## src/rtl/lgs_pkg.sv

```systemverilog
`timescale 1ns / 1ps

package lgs_pkg;

    localparam int ROW_W = 64;
    localparam int CFG_W = 7;
    localparam logic [CFG_W-1:0] COLS_RESET = 7'd64;
    localparam int QDEPTH = 2;

    typedef struct packed {
        logic [ROW_W-1:0] row_cells;
        logic             first_row;
        logic             last_row;
    } row_in_t;

    typedef struct packed {
        logic [ROW_W-1:0] next_cells;
        logic             grid_done;
    } row_out_t;

    // Bits one cell shows its neighbours, already masked to the active width.
    typedef struct packed {
        logic up;
        logic mid;
        logic row;
    } cell_bits_t;

    // One queue slot: the results of one input row (one or two of them).
    typedef struct packed {
        logic [ROW_W-1:0] cells0;
        logic             done0;
        logic [ROW_W-1:0] cells1;
        logic             two;
    } q_entry_t;

endpackage

```

## src/rtl/lgs_cell.sv

```systemverilog
`timescale 1ns / 1ps

module lgs_cell (
    input  logic              aclk,
    input  logic              shift_en,
    input  logic              active,
    input  logic              mid_ok,
    input  logic              row_bit,
    input  lgs_pkg::cell_bits_t left_nb,
    input  lgs_pkg::cell_bits_t right_nb,
    output lgs_pkg::cell_bits_t self_bits,
    output logic              res_mid,
    output logic              res_last
);

    logic up_reg, up_next;
    logic mid_reg, mid_next;
    logic [3:0] cnt_mid;
    logic [3:0] cnt_last;
    logic       mid_above_l, mid_above_r, mid_above_s;

    assign self_bits.up  = active & up_reg;
    assign self_bits.mid = active & mid_reg;
    assign self_bits.row = active & row_bit;

    // Neighbourhood of the pending row: above = upper, below = incoming row.
    assign cnt_mid = 4'(left_nb.up) + 4'(left_nb.mid) + 4'(left_nb.row)
                   + 4'(right_nb.up) + 4'(right_nb.mid) + 4'(right_nb.row)
                   + 4'(self_bits.up) + 4'(self_bits.row);

    // Bottom row: above = pending row (if any), below is all dead.
    assign mid_above_l = mid_ok & left_nb.mid;
    assign mid_above_r = mid_ok & right_nb.mid;
    assign mid_above_s = mid_ok & self_bits.mid;
    assign cnt_last = 4'(mid_above_l) + 4'(mid_above_r) + 4'(mid_above_s)
                    + 4'(left_nb.row) + 4'(right_nb.row);

    assign res_mid  = active & ((cnt_mid == 4'd3) | (self_bits.mid & (cnt_mid == 4'd2)));
    assign res_last = active & ((cnt_last == 4'd3) | (self_bits.row & (cnt_last == 4'd2)));

    always_comb begin
        up_next  = up_reg;
        mid_next = mid_reg;
        if (shift_en) begin
            up_next  = mid_ok & mid_reg;
            mid_next = row_bit;
        end
    end

    always_ff @(posedge aclk) begin
        up_reg  <= up_next;
        mid_reg <= mid_next;
    end

endmodule

```

## src/rtl/lgs_res_queue.sv

```systemverilog
`timescale 1ns / 1ps

module lgs_res_queue (
    input  logic                aclk,
    input  logic                aresetn,
    input  logic                push,
    input  lgs_pkg::q_entry_t   push_entry,
    output logic                can_push,
    output logic                m_valid,
    input  logic                m_ready,
    output lgs_pkg::row_out_t   m_data
);

    localparam int PTR_W = $clog2(lgs_pkg::QDEPTH);
    localparam int CNT_W = $clog2(lgs_pkg::QDEPTH + 1);

    lgs_pkg::q_entry_t slot_reg [lgs_pkg::QDEPTH];
    logic [PTR_W-1:0]  wr_ptr_reg, wr_ptr_next;
    logic [PTR_W-1:0]  rd_ptr_reg, rd_ptr_next;
    logic [CNT_W-1:0]  cnt_reg, cnt_next;
    logic              sub_reg, sub_next;
    lgs_pkg::q_entry_t head;
    logic              pop;

    assign head     = slot_reg[rd_ptr_reg];
    assign can_push = (cnt_reg < CNT_W'(lgs_pkg::QDEPTH));
    assign m_valid  = (cnt_reg != '0);

    always_comb begin
        if (sub_reg) begin
            m_data.next_cells = head.cells1;
            m_data.grid_done  = 1'b1;
        end else begin
            m_data.next_cells = head.cells0;
            m_data.grid_done  = head.done0;
        end
    end

    // A two-result slot is left only after its second half goes out.
    assign pop = m_valid & m_ready & (sub_reg | ~head.two);

    always_comb begin
        wr_ptr_next = wr_ptr_reg;
        rd_ptr_next = rd_ptr_reg;
        sub_next    = sub_reg;
        cnt_next    = cnt_reg;
        if (push) begin
            wr_ptr_next = (wr_ptr_reg == PTR_W'(lgs_pkg::QDEPTH - 1)) ? '0 : wr_ptr_reg + 1'b1;
        end
        if (m_valid & m_ready) begin
            sub_next = ~pop;
        end
        if (pop) begin
            rd_ptr_next = (rd_ptr_reg == PTR_W'(lgs_pkg::QDEPTH - 1)) ? '0 : rd_ptr_reg + 1'b1;
        end
        case ({push, pop})
            2'b10:   cnt_next = cnt_reg + 1'b1;
            2'b01:   cnt_next = cnt_reg - 1'b1;
            default: cnt_next = cnt_reg;
        endcase
    end

    always_ff @(posedge aclk) begin
        if (!aresetn) begin
            wr_ptr_reg <= '0;
            rd_ptr_reg <= '0;
            cnt_reg    <= '0;
            sub_reg    <= 1'b0;
        end else begin
            wr_ptr_reg <= wr_ptr_next;
            rd_ptr_reg <= rd_ptr_next;
            cnt_reg    <= cnt_next;
            sub_reg    <= sub_next;
        end
    end

    always_ff @(posedge aclk) begin
        if (push) begin
            slot_reg[wr_ptr_reg] <= push_entry;
        end
    end

endmodule

```

## src/rtl/life_generation_step.sv

```systemverilog
`timescale 1ns / 1ps
// life_generation_step: one generation of the game of life (B3/S23), row-streamed.
// Input channel (s_valid/s_ready/s_data): one grid row per transaction, top to
//   bottom; first_row opens a new grid, last_row closes it. Bit x is column x.
// Output channel (m_valid/m_ready/m_data): next state of one row per
//   transaction. Each row emits the result of the row before it; the bottom
//   row additionally emits its own result with grid_done set.
// cfg_wr_en/cfg_wr_data: active column count; columns at or above it (and at
//   or above MAX_COLUMNS) are dead and read back as zero. Write only when idle.
// Each result is registered in the result queue before it is presented.
// Throughput: one row per cycle while the queue has room. A bottom row with a
//   pending row above it yields two results, sent as two output transactions.
// The result queue has two row slots; s_ready drops only when both are full,
//   so a stalled receiver back-pressures the input once two rows have queued results.
// Reset: clears the queue and the open-grid flag, width returns to 64.
//   The row registers inside the cells need no reset: they are only read
//   while a grid is open.

module life_generation_step #(
    parameter int MAX_COLUMNS = 64
) (
    input  logic                         aclk,
    input  logic                         aresetn,
    input  logic                         s_valid,
    output logic                         s_ready,
    input  lgs_pkg::row_in_t             s_data,
    output logic                         m_valid,
    input  logic                         m_ready,
    output lgs_pkg::row_out_t            m_data,
    input  logic                         cfg_wr_en,
    input  logic [lgs_pkg::CFG_W-1:0]    cfg_wr_data
);

    logic [lgs_pkg::CFG_W-1:0] cols_reg, cols_next;
    logic                      mv_reg, mv_next;    // a pending row is held
    logic                      accept;
    logic                      mid_ok;             // pending row counts for this transaction
    logic [lgs_pkg::ROW_W-1:0] res_mid, res_last;
    lgs_pkg::q_entry_t         entry;
    logic                      q_push;

    lgs_pkg::cell_bits_t       cell_bits [MAX_COLUMNS];

    assign accept = s_valid & s_ready;
    // A first_row mark discards whatever grid was open.
    assign mid_ok = mv_reg & ~s_data.first_row;

    // Row of cells, one per column; each swaps its bits with both neighbours.
    for (genvar x = 0; x < MAX_COLUMNS; x++) begin : g_col
        lgs_pkg::cell_bits_t left_nb, right_nb;

        if (x == 0) begin : g_ledge
            assign left_nb = '0;
        end else begin : g_lnb
            assign left_nb = cell_bits[x-1];
        end

        if (x == MAX_COLUMNS - 1) begin : g_redge
            assign right_nb = '0;
        end else begin : g_rnb
            assign right_nb = cell_bits[x+1];
        end

        lgs_cell u_cell (
            .aclk      (aclk),
            .shift_en  (accept),
            .active    (lgs_pkg::CFG_W'(x) < cols_reg),
            .mid_ok    (mid_ok),
            .row_bit   (s_data.row_cells[x]),
            .left_nb   (left_nb),
            .right_nb  (right_nb),
            .self_bits (cell_bits[x]),
            .res_mid   (res_mid[x]),
            .res_last  (res_last[x])
        );
    end

    // Columns past the cell row are always dead.
    if (MAX_COLUMNS < lgs_pkg::ROW_W) begin : g_pad
        assign res_mid[lgs_pkg::ROW_W-1:MAX_COLUMNS]  = '0;
        assign res_last[lgs_pkg::ROW_W-1:MAX_COLUMNS] = '0;
    end

    // Pack the transaction's results: pending row first, bottom row second.
    always_comb begin
        entry.cells0 = mid_ok ? res_mid : res_last;
        entry.done0  = ~mid_ok;
        entry.cells1 = res_last;
        entry.two    = mid_ok & s_data.last_row;
    end

    assign q_push = accept & (mid_ok | s_data.last_row);

    lgs_res_queue u_queue (
        .aclk       (aclk),
        .aresetn    (aresetn),
        .push       (q_push),
        .push_entry (entry),
        .can_push   (s_ready),
        .m_valid    (m_valid),
        .m_ready    (m_ready),
        .m_data     (m_data)
    );

    always_comb begin
        mv_next   = mv_reg;
        cols_next = cols_reg;
        if (accept) begin
            mv_next = ~s_data.last_row;
        end
        if (cfg_wr_en) begin
            cols_next = cfg_wr_data;
        end
    end

    always_ff @(posedge aclk) begin
        if (!aresetn) begin
            mv_reg   <= 1'b0;
            cols_reg <= lgs_pkg::COLS_RESET;
        end else begin
            mv_reg   <= mv_next;
            cols_reg <= cols_next;
        end
    end

endmodule

```

## config.mk

```make
export PLATFORM = sky130hd
export DESIGN_NAME = life_generation_step
export DESIGN_NICKNAME = d
export VERILOG_FILES = /design/src/rtl/lgs_pkg.sv /design/src/rtl/lgs_cell.sv /design/src/rtl/lgs_res_queue.sv /design/src/rtl/life_generation_step.sv
export SDC_FILE = /design/constraint.sdc
export NUM_CORES = 1
export LEC_CHECK = 0
export BUFFER_PORTS_ARGS = -buffer_cell sky130_fd_sc_hd__buf_4
export CAP_MARGIN = 20
export CORE_ASPECT_RATIO = 0.75
export CORE_MARGIN = 2
export CORE_UTILIZATION = 57
export DETAILED_ROUTE_END_ITERATION = 16
export PLACE_DENSITY = 0.81
export SLEW_MARGIN = 20
export SYNTH_ARGS = -nofsm -noshare
export SYNTH_HDL_FRONTEND = slang
export SYNTH_SLANG_ARGS = --single-unit
```

## constraint.sdc

```tcl
create_clock -name aclk -period 21.2 [get_ports aclk]
set_input_delay 4.24 -clock aclk [delete_from_list [all_inputs] [get_ports aclk]]
set_output_delay 4.24 -clock aclk [all_outputs]
set_load 0.01 [all_outputs]
```

==> metrics.txt <==
WL final=83700 microns; number of I/O port buffers=~140; Filler cells=4415; Leak Pwr=17.5 nW; Die Y=216 microns; postcts setup bufs=0; io pins=145; post-synthesis net count=3752; worst min path class=reg -> reg; Nets=3904; final hold viol count=0; worst endpoint data arrival time=between 8 and 9 ns; worst-skew pair later-pin latency=0.61 ns; number of synthesized flops with an enable pin=388; Synth top cells by count=inv_1, edfxtp_1, fa_1; RSZ-0062 raised after global routing=no; wire length of the first global-routing pass=133000 microns; most frequent cell after synthesis=inv_1; Starting DRT DRC Count=1963; Setup crit end kind=flip-flop; Core ar.=59300 sq um; GPL Wtd Cong=0.914; vias in the first global route=25116; DP Wirelength=62500 microns; clock sink count=between 400 and 500; Hold Buf Count CTS=0; Post-Route Skew=0.0365 ns; Post-Syn Instances=a little under 3000; Post-synth top flop=edfxtp_1; Synth Register Bits=402; synthesis warning total=0; Peak VDD IR=roughly 0.065 mV; post-cts gate resize count=0; Mapped Area=~34000 sq um; Initial Utilization=57.9%; setup TNS=0 ns; Avg Cell Area, Syn=11.5 sq um; Min Clock Period, post-route=8.17 ns; Overflow after GRT=0; DRC Markers=0; Unique masters post-synth=66; Vias=23097; Finish-stage setup viols=0; leading area contributor after synthesis=edfxtp_1; max frequency=122 MHz; Final Max Tran Viols=0; num rows=77; Clock Tree Buf Depth=3; WHS=0.587 ns; async set or reset register ratio after synthesis=0%; final worst-path cycle share=38.5%; # Max-Cap Violations=0; antenna violations before repair=3; die area=62200 sq um; die span in x=~290 microns; share of cells above drive strength 1=11.5%; WL/cell=21.2 microns; TritonCTS clock tree=done; drt pass-1 iters=6; PD cells=82.6 nW/um^2; clk root buf=clkbuf_16; largest cells by area after synthesis=edfxtp_1, fa_1, ha_1; Reg clk slew, reported paths=around 0.060 ns; vias per inst=between 5 and 6; status=complete, no violations; worst rel slew slack=19.7%; Largest register FFs=260; largest net degree at the start of global routing=65; H-tree depth=2; area growth from synthesis to layout=10.1%; sequential share of the synthesized area=34.8%; Total GRT Usage=27.7%; share of the synthesized area in the top cell type=about a third; Worst setup SP type=input port; WS Path Type=in -> reg; Data required, critical path=21.67 ns; Num CTS Buffers=45; area of the multi-input gates=approximately 20000 sq um; crit path max fanout=52; FF/Latch Area=around 12000 sq um; Core Util, Final=63.7%; slew of the pin with the lowest slew margin=1.20 ns; Post-DRT Antenna Nets=0
## cells in the final DEF, fill, tap and decap left out, types with 26 or more instances in the layout
cell type and n:
edfxtp_1 388, and2_1 161, clkbuf_16 46, nand2b_1 41, nor4b_1 33, buf_4 167, a21oi_1 62, inv_1 665
mux4_2 64, nor3_1 26, a31oi_1 36, ha_1 323, o21a_1 30, a2111oi_0 33, nor2_1 160, nand2_1 188
nor2b_1 65, fa_1 379
## worst max-delay path, stage by stage
cell     delay, ns
buf_4         0.07
and2b_2       0.19
buf_4         0.30
inv_4         0.38
buf_4         0.65
nor2_1        0.15
and2_1        0.25
ha_1          0.30
inv_1         0.06
fa_1          0.49
inv_1         0.04
ha_1          0.18
fa_1          0.48
nor4b_1       0.49
a22o_1        0.26
## final timing paths
| path | slack, ns | start | cells after the start | endpoint |
|---|---|---|---|---|
| min reg2reg | 0.59 | g_col[31].u_cell.mid_reg | 1 | g_col[31].u_cell.up_reg |
| max | 13.03 | s_data[1] | 15 | u_queue.slot_reg[1][109] |
| min | 0.59 | g_col[31].u_cell.mid_reg | 1 | g_col[31].u_cell.up_reg |
| max reg2reg | 15.27 | cols_reg[1] | 10 | u_queue.slot_reg[0][116] |
## per-stage QoR
| step | setup slack, ns | power, mW | cell area, sq um | cells |
|---|---|---|---|---|
| finish | 13.03 | 3.12 | 37800 | 3951 |
| global route | 12.85 | 3.34 | 37800 | 3951 |
| CTS | 13.12 | 3.13 | 37700 | 3946 |
| detailed placement | 12.50 | 2.34 | 36300 | 3864 |
| global placement | 12.69 | 2.21 | 36300 | 3864 |
| floorplan | 3.54 | 1.95 | 34300 | 2972 |
## power by group
group          switching [mW]  internal, mW  total (mW)
Sequential             0.0377         0.968        1.01
Clock                   0.345         0.437       0.781
Combinational           0.749         0.583        1.33
## layer usage
| metal | GRT usage, % | share of wire [%] | vias to the layer above | wire [microns] |
|---|---|---|---|---|
| li1 | - | - | 10262 | - |
| met1 | 36.4 | 39 | 11606 | 33000 |
| met2 | 45.1 | 48 | 992 | 39800 |
| met3 | 6.11 | 9.1 | 235 | 7620 |
| met4 | 11.0 | 3.9 | 2 | 3300 |
| met5 | 0 | 0.018 | - | 15 |
## logic make-up (layout without fill, tap and decap cells)
kind of cell | after synthesis | after routing | share of synthesized area (%)
buf+inv | 731 | 918 | 8.15
xor+xnor | 3 | 3 | 0.0766
other cells | 0 | 2 | 0
mux | 91 | 91 | 5.03
flops | 402 | 402 | 34.8
compound gates | 278 | 278 | 5.83
fa+ha+maj | 702 | 702 | 33.9
simple gates | 765 | 765 | 12.2
## cell type report
cell class,instances,share of cell area [%]
Sequential cell,402,31.6
Timing Repair Buffer,170,3.50
Inverter,666,6.63
Clock inverter,25,0.596
Antenna cell,2,0.0133
Multi-Input combinational cell,1839,51.9
Clock buffer,57,3.16
Tap cell,790,2.62
No activity file was read; power rests on OpenSTA's default activity.
